## config.mk

```make
export PLATFORM = sky130hd
export DESIGN_NAME = marker_grid_pixel_generator_unit
export DESIGN_NICKNAME = d
export VERILOG_FILES = /design/src/design/mgp_pkg.sv /design/src/design/mgp_crc.sv /design/src/design/marker_grid_pixel_generator_unit.sv
export SDC_FILE = /design/constraint.sdc
export NUM_CORES = 1
export LEC_CHECK = 0
export BUFFER_PORTS_ARGS = -buffer_cell sky130_fd_sc_hd__buf_2
export CORE_ASPECT_RATIO = 0.6
export CORE_MARGIN = 8
export CORE_UTILIZATION = 45
export CTS_BUF_LIST = sky130_fd_sc_hd__clkbuf_4 sky130_fd_sc_hd__clkbuf_8
export DETAILED_ROUTE_END_ITERATION = 8
export GPL_TIMING_DRIVEN = 1
export PLACE_DENSITY = 0.63
export SETUP_SLACK_MARGIN = 0.02
export SLEW_MARGIN = 20
export SYNTH_ARGS = -nofsm -noshare
export SYNTH_HDL_FRONTEND = slang
export SYNTH_HIERARCHICAL = 1
export SYNTH_SLANG_ARGS = --single-unit
```

## constraint.sdc

```tcl
create_clock -name clk -period 4.3 [get_ports clk]
set_input_delay 0.86 -clock clk [delete_from_list [all_inputs] [get_ports clk]]
set_output_delay 0.86 -clock clk [all_outputs]
set_load 0.01 [all_outputs]
```

## src/design/mgp_pkg.sv

```systemverilog
package mgp_pkg;

	localparam int unsigned BLOCKS_PER_SIDE = 12;
	localparam logic [3:0]  LAST_BLOCK      = 4'(BLOCKS_PER_SIDE - 1);
	localparam logic [7:0]  WIDTH_RESET     = 8'd10;
	localparam logic [15:0] CRC_POLY        = 16'hA001;
	localparam logic [7:0]  SHADE_WHITE     = 8'hFF;
	localparam logic [7:0]  SHADE_BLACK     = 8'h00;
	localparam int unsigned CFG_INDEX_W     = 4;

	// configuration register indexes
	localparam logic [CFG_INDEX_W-1:0] CFG_BLOCK_WIDTH = CFG_INDEX_W'(0);
	localparam logic [CFG_INDEX_W-1:0] CFG_MARKER_ID   = CFG_INDEX_W'(1);

	// status of the checksum unit as seen by the top level
	typedef struct packed {
		logic        busy;
		logic [15:0] value;
	} crc_status_t;

	// one byte of reflected crc-16 (arc)
	function automatic logic [15:0] crc_byte(input logic [15:0] crc_in,
			input logic [7:0] data);
		logic [15:0] c;
		c = crc_in ^ {8'h00, data};
		for (int b = 0; b < 8; b++) begin
			if (c[0]) begin
				c = (c >> 1) ^ CRC_POLY;
			end else begin
				c = c >> 1;
			end
		end
		return c;
	endfunction

endpackage

```

## src/design/mgp_crc.sv

```systemverilog
module mgp_crc import mgp_pkg::*; (
	input  logic        clk,
	input  logic        arst_n,
	input  logic        start,
	input  logic [63:0] id,
	output crc_status_t status
);

	logic [63:0] id_q;
	logic [15:0] crc_q;
	logic [2:0]  cnt_q;
	logic        busy_q;

	// control
	always_ff @(posedge clk or negedge arst_n) begin
		if (!arst_n) begin
			busy_q <= 1'b0;
			cnt_q  <= 3'd0;
			crc_q  <= 16'h0000;
		end else if (start) begin
			busy_q <= 1'b1;
			cnt_q  <= 3'd0;
			crc_q  <= 16'h0000;
		end else if (busy_q) begin
			crc_q <= crc_byte(crc_q, id_q[7:0]);
			cnt_q <= cnt_q + 3'd1;
			if (cnt_q == 3'd7) begin
				busy_q <= 1'b0;
			end
		end
	end

	// byte shifter, least significant byte first
	always_ff @(posedge clk) begin
		if (start) begin
			id_q <= id;
		end else if (busy_q) begin
			id_q <= {8'h00, id_q[63:8]};
		end
	end

	assign status.busy  = busy_q;
	assign status.value = crc_q;

endmodule

```

## src/design/marker_grid_pixel_generator_unit.sv

```systemverilog
// channel   direction  handshake              payload
// input     in         in_valid / in_ready    restart
// result    out        out_valid / out_ready  pixel_value, end_of_line, end_of_frame
// config    in         cfg_valid / cfg_ready  cfg_index, cfg_data
//
// one pixel per clock: a request is taken whenever the result register is empty or
// being drained, and its pixel appears in the result register the next cycle
// after a marker_id write the byte-serial checksum unit runs over the eight id bytes; input
// and config requests wait during that time
// reset: block_width 10, marker_id 0, position zero, latched checksum zero
// a stalled result holds the input: in_ready stays low until the result is taken
module marker_grid_pixel_generator_unit import mgp_pkg::*; (
	input  logic                   clk,
	input  logic                   arst_n,
	// input requests
	input  logic                   in_valid,
	output logic                   in_ready,
	input  logic                   restart,
	// results
	output logic                   out_valid,
	input  logic                   out_ready,
	output logic [7:0]             pixel_value,
	output logic                   end_of_line,
	output logic                   end_of_frame,
	// configuration writes
	input  logic                   cfg_valid,
	output logic                   cfg_ready,
	input  logic [CFG_INDEX_W-1:0] cfg_index,
	input  logic [63:0]            cfg_data
);

	// configuration registers
	logic [7:0]  block_width_q;
	logic [63:0] marker_id_q;

	// raster position and latched checksum
	logic [7:0]  pix_col_q;
	logic [7:0]  pix_row_q;
	logic [3:0]  blk_col_q;
	logic [3:0]  blk_row_q;
	logic [15:0] checksum_q;

	// result register
	logic        out_valid_q;
	logic [7:0]  pixel_q;
	logic        eol_q;
	logic        eof_q;

	crc_status_t crc_status;
	logic        cfg_fire;
	logic        in_fire;
	logic        crc_start;

	assign cfg_ready = !crc_status.busy;
	assign cfg_fire  = cfg_valid && cfg_ready;
	assign crc_start = cfg_fire && (cfg_index == CFG_MARKER_ID);

	mgp_crc u_crc (
		.clk    (clk),
		.arst_n (arst_n),
		.start  (crc_start),
		.id     (cfg_data),
		.status (crc_status)
	);

	always_ff @(posedge clk or negedge arst_n) begin
		if (!arst_n) begin
			block_width_q <= WIDTH_RESET;
			marker_id_q   <= 64'h0;
		end else if (cfg_fire) begin
			case (cfg_index)
				CFG_BLOCK_WIDTH: block_width_q <= cfg_data[7:0];
				CFG_MARKER_ID:   marker_id_q   <= cfg_data;
				default: ;
			endcase
		end
	end

	// take a request while the checksum unit is idle and the result slot is empty or frees up this edge
	assign in_ready = !crc_status.busy && (!out_valid_q || out_ready);
	assign in_fire  = in_valid && in_ready;

	// a zero width counts as one, so the wrap limit is simply width minus one
	logic [7:0]  wrap_lim;
	assign wrap_lim = (block_width_q == 8'd0) ? 8'd0 : block_width_q - 8'd1;

	// position after an optional restart
	logic [7:0]  cur_pc, cur_pr;
	logic [3:0]  cur_bc, cur_br;
	logic [15:0] cur_chk;
	assign cur_pc  = restart ? 8'd0 : pix_col_q;
	assign cur_pr  = restart ? 8'd0 : pix_row_q;
	assign cur_bc  = restart ? 4'd0 : blk_col_q;
	assign cur_br  = restart ? 4'd0 : blk_row_q;
	assign cur_chk = restart ? crc_status.value : checksum_q;

	logic col_end, row_end, eol, eof;
	assign col_end = cur_pc >= wrap_lim;
	assign row_end = cur_pr >= wrap_lim;
	assign eol     = col_end && (cur_bc >= LAST_BLOCK);
	assign eof     = eol && row_end && (cur_br >= LAST_BLOCK);

	// block shade
	logic [7:0] shade;
	logic [3:0] dr, dc;
	logic [7:0] row_byte;
	always_comb begin
		dr = cur_br - 4'd2;
		dc = cur_bc - 4'd2;
		case (dr)
			4'd6:    row_byte = cur_chk[7:0];
			4'd7:    row_byte = cur_chk[15:8];
			default: row_byte = marker_id_q[{dr[2:0], 3'b000} +: 8];
		endcase
		if (cur_br == 4'd0 || cur_bc == 4'd0 || cur_br >= LAST_BLOCK
				|| cur_bc >= LAST_BLOCK) begin
			shade = SHADE_BLACK;  // outer ring
		end else if (cur_br == 4'd1 || cur_bc == 4'd1 || cur_br == LAST_BLOCK - 4'd1
				|| cur_bc == LAST_BLOCK - 4'd1) begin
			// inner ring: white only at three corners
			if ((cur_br == 4'd1 && cur_bc == 4'd1)
					|| (cur_br == 4'd1 && cur_bc == LAST_BLOCK - 4'd1)
					|| (cur_br == LAST_BLOCK - 4'd1 && cur_bc == 4'd1)) begin
				shade = SHADE_WHITE;
			end else begin
				shade = SHADE_BLACK;
			end
		end else begin
			// data field, bit j of the row byte in column j
			shade = row_byte[dc[2:0]] ? SHADE_WHITE : SHADE_BLACK;
		end
	end

	// position advance
	always_ff @(posedge clk or negedge arst_n) begin
		if (!arst_n) begin
			pix_col_q  <= 8'd0;
			pix_row_q  <= 8'd0;
			blk_col_q  <= 4'd0;
			blk_row_q  <= 4'd0;
			checksum_q <= 16'h0000;
		end else if (in_fire) begin
			checksum_q <= cur_chk;
			pix_col_q  <= cur_pc;
			pix_row_q  <= cur_pr;
			blk_col_q  <= cur_bc;
			blk_row_q  <= cur_br;
			if (!col_end) begin
				pix_col_q <= cur_pc + 8'd1;
			end else begin
				pix_col_q <= 8'd0;
				if (cur_bc < LAST_BLOCK) begin
					blk_col_q <= cur_bc + 4'd1;
				end else begin
					blk_col_q <= 4'd0;
					if (!row_end) begin
						pix_row_q <= cur_pr + 8'd1;
					end else begin
						pix_row_q <= 8'd0;
						blk_row_q <= (cur_br < LAST_BLOCK) ? cur_br + 4'd1 : 4'd0;
					end
				end
			end
		end
	end

	// result register
	always_ff @(posedge clk or negedge arst_n) begin
		if (!arst_n) begin
			out_valid_q <= 1'b0;
		end else if (in_fire) begin
			out_valid_q <= 1'b1;
		end else if (out_ready) begin
			out_valid_q <= 1'b0;
		end
	end

	always_ff @(posedge clk) begin
		if (in_fire) begin
			pixel_q <= shade;
			eol_q   <= eol;
			eof_q   <= eof;
		end
	end

	assign out_valid    = out_valid_q;
	assign pixel_value  = pixel_q;
	assign end_of_line  = eol_q;
	assign end_of_frame = eof_q;

endmodule
```

# Yosys cells after proc, flatten, opt, wreduce, memory -nomap -nowiden
# Cells that the tools add are included.
[totals]
register_bits = 207
out_inout_bits = 13
[classes]
n_mux = 55
reduce_logical = 29
addsub = 8
eq_ne = 8
bitwise = 9
shift = 1
order_cmp = 7
[ops]
columns = ["op", "n"]
rows = [
  ["$mux W16", 25],
  ["$mux W64", 2],
  ["$mux W8", 10],
  ["$shiftx A64 B7 Y8", 1],
  ["$mux W4", 8],
  ["$not A2 Y3", 8],
  ["$add A8 B1 Y8 const B", 2],
  ["$ge A8 B8 Y1", 2],
  ["$pmux W8 S2", 1],
  ["$xor A16 B8 Y16", 1],
  ["$eq A4 B1 Y1 const B", 3],
  ["$logic_not A4 Y1", 3],
  ["$logic_and A1 B1 Y1", 10],
  ["$logic_or A1 B1 Y1", 9],
  ["$add A4 B1 Y4 const B", 2],
  ["$eq A4 B3 Y1 const B", 2],
  ["$eq A4 B4 Y1 const B", 2],
  ["$ge A4 B4 Y1 const B", 2],
  ["$logic_not A8 Y1", 1],
  ["$lt A4 B4 Y1 const B", 2],
  ["$sub A8 B1 Y8 const B", 1],
  ["$mux W1", 6],
  ["$mux W3", 2],
  ["$lt A3 B4 Y1 const B", 1],
  ["other kinds (8)", 11],
]

# Longest topological paths before layout
# Gate-level depths: netlist of the first run.
[depth]
ltp_word = 33
ltp_mapped = 15
depth_no_buf = 15

# Modules after synthesis
# Netlist of the first run, hierarchy kept.
[by_module_without_submodules]
columns = ["mod", "cells_per_inst", "n_inst", "area_each_um2", "seq_area_each_um2"]
rows = [
  ["marker_grid_pixel_generator_unit", 709, 1, 6506.2, 2920.3],
  ["mgp_crc", 227, 1, 3651.0, 2422.3],
]

# Worst setup path after synthesis of the first run
# OpenSTA, ideal clock, no wires.
[synth_timing]
path_kind = "input to register"
startpoint = "in cfg_index[1]"
endpoint = "reg u_crc.id_q[0] (enable)"
arrival_ns = 3.856
path_stages = 8
setup_ns = 0.426
path_slack_ns = 0.018
cell_sequence = "nor4_1 nand3_1 inv_1 clkbuf_1 clkbuf_1 buf_1 clkbuf_1 or2_1"
[synth_between]
elab_chain_len = 3
[synth_rtl]
columns = ["item", "line", "source"]
rows = [
  ["start: declaration", "marker_grid_pixel_generator_unit.sv:28", "input logic [CFG_INDEX_W-1:0] cfg_index,"],
  ["$eq A4 B1 Y1", "marker_grid_pixel_generator_unit.sv:56", "assign crc_start = cfg_fire && (cfg_index == CFG_MARKER_ID);"],
  ["$logic_and A1 B1 Y1", "marker_grid_pixel_generator_unit.sv:56", ""],
  ["named net crc_start", "marker_grid_pixel_generator_unit.sv:52", "logic crc_start;"],
  ["$reduce_bool A2 Y1 (no line)", "-", ""],
  ["end signal: assignment", "mgp_crc.sv:36", "id_q <= id;"],
  ["end signal: assignment", "mgp_crc.sv:38", "id_q <= {8'h00, id_q[63:8]};"],
  ["end: declaration", "mgp_crc.sv:9", "logic [63:0] id_q;"],
]
# The timed path passes the listed nets, and every way through them passes these cells.
# A chain may end at the register's enable or synchronous reset.

# Final worst setup path of the first run
[layout_timing]
startpoint = "reg block_width_q[0]"
endpoint = "reg eof_q, in the netlist end_of_frame (data pin)"
[layout_between]
elab_chain_len = 6
[layout_rtl]
columns = ["item", "line", "source"]
rows = [
  ["start: declaration", "marker_grid_pixel_generator_unit.sv:33", "logic [7:0] block_width_q;"],
  ["start signal: assignment", "marker_grid_pixel_generator_unit.sv:72", "CFG_BLOCK_WIDTH: block_width_q <= cfg_data[7:0];"],
  ["$sub A8 B1 Y8 or $logic_not A8 Y1 (tied branches)", "marker_grid_pixel_generator_unit.sv:85", "assign wrap_lim = (block_width_q == 8'd0) ? 8'd0 : block_width_q - 8'd1;"],
  ["$mux W8 (*)", "marker_grid_pixel_generator_unit.sv:85", ""],
  ["$ge A8 B8 Y1 (*)", "marker_grid_pixel_generator_unit.sv:98", "assign col_end = cur_pc >= wrap_lim;"],
  ["$logic_and A1 B1 Y1 (*)", "marker_grid_pixel_generator_unit.sv:100", "assign eol = col_end && (cur_bc >= LAST_BLOCK);"],
  ["named net eol", "marker_grid_pixel_generator_unit.sv:97", "logic col_end, row_end, eol, eof;"],
  ["$logic_and A1 B1 Y1 (*) (2 in a row)", "marker_grid_pixel_generator_unit.sv:101", "assign eof = eol && row_end && (cur_br >= LAST_BLOCK);"],
  ["named net eof", "marker_grid_pixel_generator_unit.sv:97", ""],
  ["end signal: assignment", "marker_grid_pixel_generator_unit.sv:182", "eof_q <= eof;"],
  ["end: declaration", "marker_grid_pixel_generator_unit.sv:47", "logic eof_q;"],
]
# The timed path passes the listed nets; every way through them passes the cells marked *.

==> run_results.csv, run 1 <==
group,metric,value,unit
worst_setup_path,worstSetupEndpointType,"register",
cts,clk_path_buf_depth,2,
route,drt_wl_total,25.4,mm
final_layout,nets,1112,
place,dp_hpwl,18.3,mm
synth,dominantRegCellSynth,"dfrtp_1",
global_route,antenna_found_initial,1,
sta,worst_pin_slew,902,ps
synth,ys_types,67,
route,met3_length,1.69,mm
sta,fin_skew,16.6,ps
sta,timing.final.ws_setup,384,ps
final_layout,drive_above_1_share,17.8,%
cts,htree_levels,4,
floorplanning,die_h,132,um
synth,postSynth.asyncResetShare,66.5,%
sta,finalHoldViolations,0,
final_layout,stdcell_count,1327,
final_layout,seqCellArea,5340,um2
place,dpl_worst_slack,457,ps
power,finalPower,6.80,mW
place,numPortBuffers,86,
outcome,status,"complete, no violations",
floorplanning,die_w,210,um
worst_setup_path,path_cells,"inv_1 -> ha_1 -> nor2b_1 -> nand3b_1 -> or3_1 -> and2_1 -> ha_1 -> nand2b_1 -> a211o_1 -> a21oi_1 -> o21ai_1 -> nand2b_1 -> inv_2 -> o21ai_0 -> nor2_1",
route,top_layer,"met4",
cts,cts_tree,"yes",
worst_setup_path,r2r-start,"block_width_q[0]$_DFFE_PN0P_",
floorplanning,die_area,27800,um2
floorplanning,io-pin-count,87,
worst_setup_path,r2r_end,"end_of_frame$_DFFE_PP_",
place,dp.cells,1295,
cts,cts_root_buf,"clkbuf_8",
final_layout,fillers,2039,
synth,synth_area,10200,um2
route,viasPerCell,5.41,
synth,synth_fp_nets,1042,
synth,synth_seq_cells,200,
cts,clock-sinks,200,
synth,synth_mux_area_share,13.6,%
synth,synth_adder_area_share,3.94,%
route,met1Wirelength,13.9,mm
worst_setup_path,cp.required,4530,ps
route,drc_errors,0,
place,routabilityCongestion,0.872,
global_route,track_usage,18.4,%
final_layout,antenna_cells,0,
worst_setup_path,arrival,4150,ps
synth,ys.warnings.count,6,
power,p_per_area,599,nW/um2
sta,finalSetupViolations,0,
power,p_leak,5.00,nW
min_path,hold_class,"primary input to async pin",
global_route,grt_max_degree,88,
route,ant_nets,0,
global_route,grt_pass1_wl,39.8,mm
floorplanning,num_rows,42,
route,drt-initial-drc-count,666,
sta,relSlewSlack,39.6,%
synth,synth_top_area_share,32.3,%
global_route,gr-total-overflow,0,
worst_setup_path,worstRegToRegCells,15,
final_layout,multi_input_area,4460,um2
final_layout,syn_to_final_growth,11.8,%
route,drtPass1Iterations,4,
synth,synth-edff-count,67,
synth,synth-compound-area-share,8.50,%
final_layout,finalCoreUtilization,51.3,%
worst_setup_path,crit_path_end,"end_of_frame$_DFFE_PP_",
synth,synth.area.top_cells,"dfrtp_1 32%, edfxtp_1 20%, nand2_1 8.8%",
power,peakVddDrop,0.416,mV
sta,drv_slew,0,
sta,max_freq,0.255,GHz
synth,synthSimpleGateAreaFrac,15.5,%
cts,post_cts_buffers,0,
sta,rsz0062_at_grt,"no",
floorplanning,core,22100,um2
cts,post_cts_resized,0,
worst_setup_path,r2r_slack,380,ps
route,dr_wl_met2,9.64,mm
worst_setup_path,crit_start,"block_width_q[0]$_DFFE_PN0P_",
run,cap_viol_max_count,0,
cts,ctsHoldBuffers,0,
synth,seq_area_frac_synth,52.6,%
synth,syn_area_per_cell,10.9,um2
global_route,grt_pass1_vias,6855,
worst_setup_path,critPathKind,"register to register",
synth,synth_top_family_by_area,"simple AND/OR/NAND/NOR gates",
cts,cts_made_buffers,17,
sta,period_share,91.1,%
cts,clock_latency,500,ps
route,vias,7176,
worst_setup_path,crit_fanout,13,
synth,synth_largest_area_cell,"dfrtp_1",
synth,synth_xor_xnor_area_share,2.32,%
cts,clk_pin_slew,100,ps
route,detail_route.wl_per_cell,19.2,um
sta,post-route-min-period,3920,ps
floorplanning,start_util,45.9,%
sta,fin_tns_setup,0,ps
worst_setup_path,cp-start-kind,"register",
worst_setup_path,cp_slowest_stage_delay,450,ps
synth,synth_cells,936,
worst_setup_path,crit_slowest_cell,"nand2b_1",
## worst max-delay path, delay by kind of cell (launching register included)
kind / cells / cell delay [ps]
AOI/OAI and AO/OA: 4 / 770
adders and majority gates: 2 / 470
buffers and inverters: 2 / 310
DFF: 1 / 390
and+or+nand+nor: 7 / 1720
## through the flow
step / cell area (um2) / hold WS (ps)
after floorplan: 10200 / 440
after global placement: 10900 / 459
after detailed placement: 10900 / 461
after CTS: 11400 / 440
after global routing: 11400 / 481
final: 11400 / 434
## logic make-up (layout without fill, tap and decap cells)
logic type,Yosys count,count (layout)
compound gates,125,125
xor+xnor,25,25
fa+ha+maj,32,32
buf+inv,81,164
mux,111,111
simple gates,362,362
flops,200,200
## worst min-delay path by stage
stage,startpoint,endpoint,depth (start not counted)
2_1_floorplan,marker_id_q[0]$_DFFE_PN0P_,marker_id_q[0]$_DFFE_PN0P_,2
3_3_place_gp,marker_id_q[2]$_DFFE_PN0P_,marker_id_q[2]$_DFFE_PN0P_,2
3_5_place_dp,marker_id_q[2]$_DFFE_PN0P_,marker_id_q[2]$_DFFE_PN0P_,2
4_1_cts,arst_n,pix_row_q[3]$_DFFE_PN0P_,1
5_1_grt,arst_n,marker_id_q[43]$_DFFE_PN0P_,1
6_report,arst_n,marker_id_q[34]$_DFFE_PN0P_,1
## power breakdown
part | leakage [nW] | internal (mW) | total, mW | switching, mW
Combinational | 2.49 | 1.04 | 2.23 | 1.19
Sequential | 2.29 | 2.74 | 3.21 | 0.465
Clock | 0.219 | 0.663 | 1.36 | 0.700
## Yosys cell counts (9+ instances only)
cell and instances:
a211oi_1 11, a21o_1 9, a21oi_1 19, and2_1 12, buf_1 12, clkbuf_1 26, dfrtp_1 131, edfxtp_1 67
ha_1 32, inv_1 25, mux2_1 56, mux2_2 23, mux2i_1 18, mux4_2 13, nand2_1 238, nand3_1 15
nor2_1 34, nor2b_1 17, nor3_1 16, o21ai_0 30, xnor2_1 22
## final cells by class
type	count	share of cell area [%]
clock buffer	19	2.25
clock inverter	13	1.69
inverter	28	0.992
multi-input combinational	655	39.3
sequential	200	47.0
tap	308	3.39
timing repair buffer	104	5.37
## sequential cells by signal, indices dropped and copies added, names as in the netlist
register	flops
marker_id_q	64
u_crc/id_q	64
checksum_q	16
u_crc/crc_q	16
block_width_q	8
pix_col_q	8
pix_row_q	8
blk_col_q	4
blk_row_q	4
u_crc/cnt_q	3
end_of_frame	1
end_of_line	1
out_valid	1
pixel_value	1
u_crc/busy_q	1
## cells in the final DEF (no fill, tap or decap), drive strengths merged, types with 4 or more instances in the layout
cell	netlist	final
nand2b	7	7
nand2	238	238
buf	27	104
nor4b	4	4
a21oi	19	19
a211oi	11	11
dfrtp	131	131
nand3	15	15
xnor2	22	22
mux4	13	13
inv	27	31
edfxtp	67	67
bufinv	0	4
clkbuf	26	19
nor3	16	16
a32oi	5	5
o21ai	31	31
nor2	34	34
a221o	4	4
mux2	80	80
nor2b	17	17
o211ai	5	5
ha	32	32
o21a	5	5
mux2i	18	18
a21o	9	9
o221ai	7	7
o22a	6	6
and2	12	12
## metal layers
layer,GRT usage [%],vias to the layer above
li1,-,3418
met1,30.0,3562
met2,22.7,181
met3,5.25,15
met4,4.10,0
met5,0,-
Power figures use the tool's default switching activity.
==> run 2: changes to the inputs <==
Settings changed: CTS_BUF_LIST sky130_fd_sc_hd__clkbuf_4 sky130_fd_sc_hd__clkbuf_8 to default.
==> run 2 against run 1 <==
  * Worst setup slack gained 22 ps
  * Non-clock buffer count is the same
  * Combinational power is essentially flat
  * First-iteration DRC count grew 20%
  * Global-route usage grew 0.18 points
  * Register-to-register slack gained 20 ps
==> run_results.csv, run 2 (synthesis gave the netlist of run 1 again) <==
group,metric,value,unit
outcome,status,"complete, no violations",
worst_setup_path,crit_fanout,13,
floorplanning,io-pin-count,87,
cts,post_cts_buffers,0,
power,peakVddDrop,0.402,mV
cts,post_cts_resized,0,
final_layout,fillers,2005,
cts,htree_levels,4,
global_route,use_met1,29.0,%
floorplanning,start_util,45.9,%
route,viasPerCell,5.42,
sta,fin_skew,11.0,ps
sta,period_share,90.5,%
sta,post-route-min-period,3890,ps
worst_setup_path,critPathKind,"register to register",
global_route,met3_usage,6.36,%
sta,max_freq,0.257,GHz
floorplanning,die_h,132,um
route,detail_route.wl_per_cell,19.4,um
place,numPortBuffers,86,
place,routabilityCongestion,0.872,
route,drt-initial-drc-count,796,
floorplanning,die_w,210,um
place,dpl_cell_area,10900,um2
global_route,gr-total-overflow,0,
global_route,track_usage,18.6,%
final_layout,drive_above_1_share,17.7,%
route,drc_errors,0,
worst_setup_path,arrival,4080,ps
route,drt_wl_total,25.7,mm
sta,worst_pin_slew,897,ps
route,drtPass1Iterations,5,
cts,clock-sinks,200,
worst_setup_path,path_cells,"inv_1 -> ha_1 -> nor2b_1 -> nand3b_1 -> or3_1 -> and2_1 -> ha_1 -> nand2b_1 -> a211o_1 -> a21oi_1 -> o21ai_1 -> nand2b_1 -> inv_2 -> o21ai_0 -> nor2_1",
power,p_per_area,622,nW/um2
sta,holdWs,480,ps
cts,cts_root_buf,"clkbuf_16",
sta,finalSetupViolations,0,
global_route,grt_pass1_vias,6922,
final_layout,nets,1112,
sta,rsz0062_at_grt,"no",
final_layout,final_area,11500,um2
cts,cts_made_buffers,17,
cts,clk_path_buf_depth,2,
min_path,hold_class,"register to register",
global_route,grt_pass1_wl,40.1,mm
route,vias,7198,
global_route,antenna_found_initial,0,
final_layout,largestRegisters,"marker_id_q: 64 flops, u_crc/id_q: 64 flops",
cts,ctsHoldBuffers,0,
final_layout,mostFrequentLayoutCells,"238 x nand2_1, 131 x dfrtp_1, 85 x buf_2",
final_layout,final_common_cell,"nand2_1",
sta,relSlewSlack,40.0,%
power,finalPower,7.18,mW
cts,cts_tree,"yes",
floorplanning,die_area,27800,um2
floorplanning,core,22100,um2
global_route,grt_max_degree,88,
power,p_leak,5.09,nW
place,dp_hpwl,18.3,mm
sta,fin_tns_setup,0,ps
sta,finalHoldViolations,0,
floorplanning,num_rows,42,
worst_setup_path,cp-start-kind,"register",
final_layout,syn_to_final_growth,13.6,%
worst_setup_path,cp_slowest_stage_delay,440,ps
worst_setup_path,crit_slowest_cell,"nand2b_1",
worst_setup_path,cp.required,4480,ps
run,cap_viol_max_count,0,
cts,clk_pin_slew,70,ps
global_route,grt.busiest_layer,"met1",
route,ant_nets,0,
cts,clock_latency,450,ps
worst_setup_path,worstSetupEndpointType,"register",
sta,drv_slew,0,
global_route,met2_usage,23.5,%
final_layout,antenna_cells,0,
==> run 2: final cells by class <==
| type | count | area (um2) | area share [%] |
|---|---|---|---|
| Sequential cell | 200 | 5340 | 46.3 |
| Clock buffer | 19 | 443 | 3.84 |
| Inverter | 28 | 113 | 0.976 |
| Multi-Input combinational cell | 655 | 4460 | 38.6 |
| Clock inverter | 13 | 191 | 1.66 |
| Timing Repair Buffer | 104 | 609 | 5.28 |
| Tap cell | 308 | 385 | 3.34 |
==> run 2: metrics by stage <==
stage,util (%),setup WS (ps),cells
global placement,49.3,590,1295
global route,52.2,66.0,1327
floorplan,-,647,936
CTS,52.2,434,1327
finish,52.2,406,1327
detailed placement,49.3,457,1295
==> run 2: worst max-delay path, delay by kind of cell, from the launching register on <==
family                   cells  cell delay (ps)
AND/OR/NAND/NOR              7             1710
AO/OA/AOI/OAI                4              770
adder cells (fa/ha/maj)      2              470
flip-flops                   1              380
buffers and inverters        2              300
==> run 2: worst paths after layout <==
kind | cells after the start | startpoint | slack [ps] | end
worst min register to register | 2 | marker_id_q[2]$_DFFE_PN0P_ | 480 | marker_id_q[2]$_DFFE_PN0P_
worst max register to register | 15 | block_width_q[0]$_DFFE_PN0P_ | 410 | end_of_frame$_DFFE_PP_
worst min-delay path | 2 | marker_id_q[2]$_DFFE_PN0P_ | 480 | marker_id_q[2]$_DFFE_PN0P_
max in group asynchronous | 2 | arst_n | 2920 | u_crc/crc_q[0]$_DFFE_PN0P_
min in group asynchronous | 1 | arst_n | 500 | marker_id_q[11]$_DFFE_PN0P_
worst max-delay path | 15 | block_width_q[0]$_DFFE_PN0P_ | 410 | end_of_frame$_DFFE_PP_
==> run 2: where the power goes <==
group	internal [mW]	switching, mW
registers	2.75	0.466
clock network	0.997	0.741
logic	1.04	1.19
total	4.78	2.40
==> run 2: metal layers <==
layer | share of wire, % | wire length [um] | up-vias
met4 | 0.82 | 212 | 0
met1 | 52 | 13500 | 3555
li1 | - | - | 3423
met2 | 39 | 9930 | 202
met5 | 0 | 0 | -
met3 | 8.2 | 2110 | 18
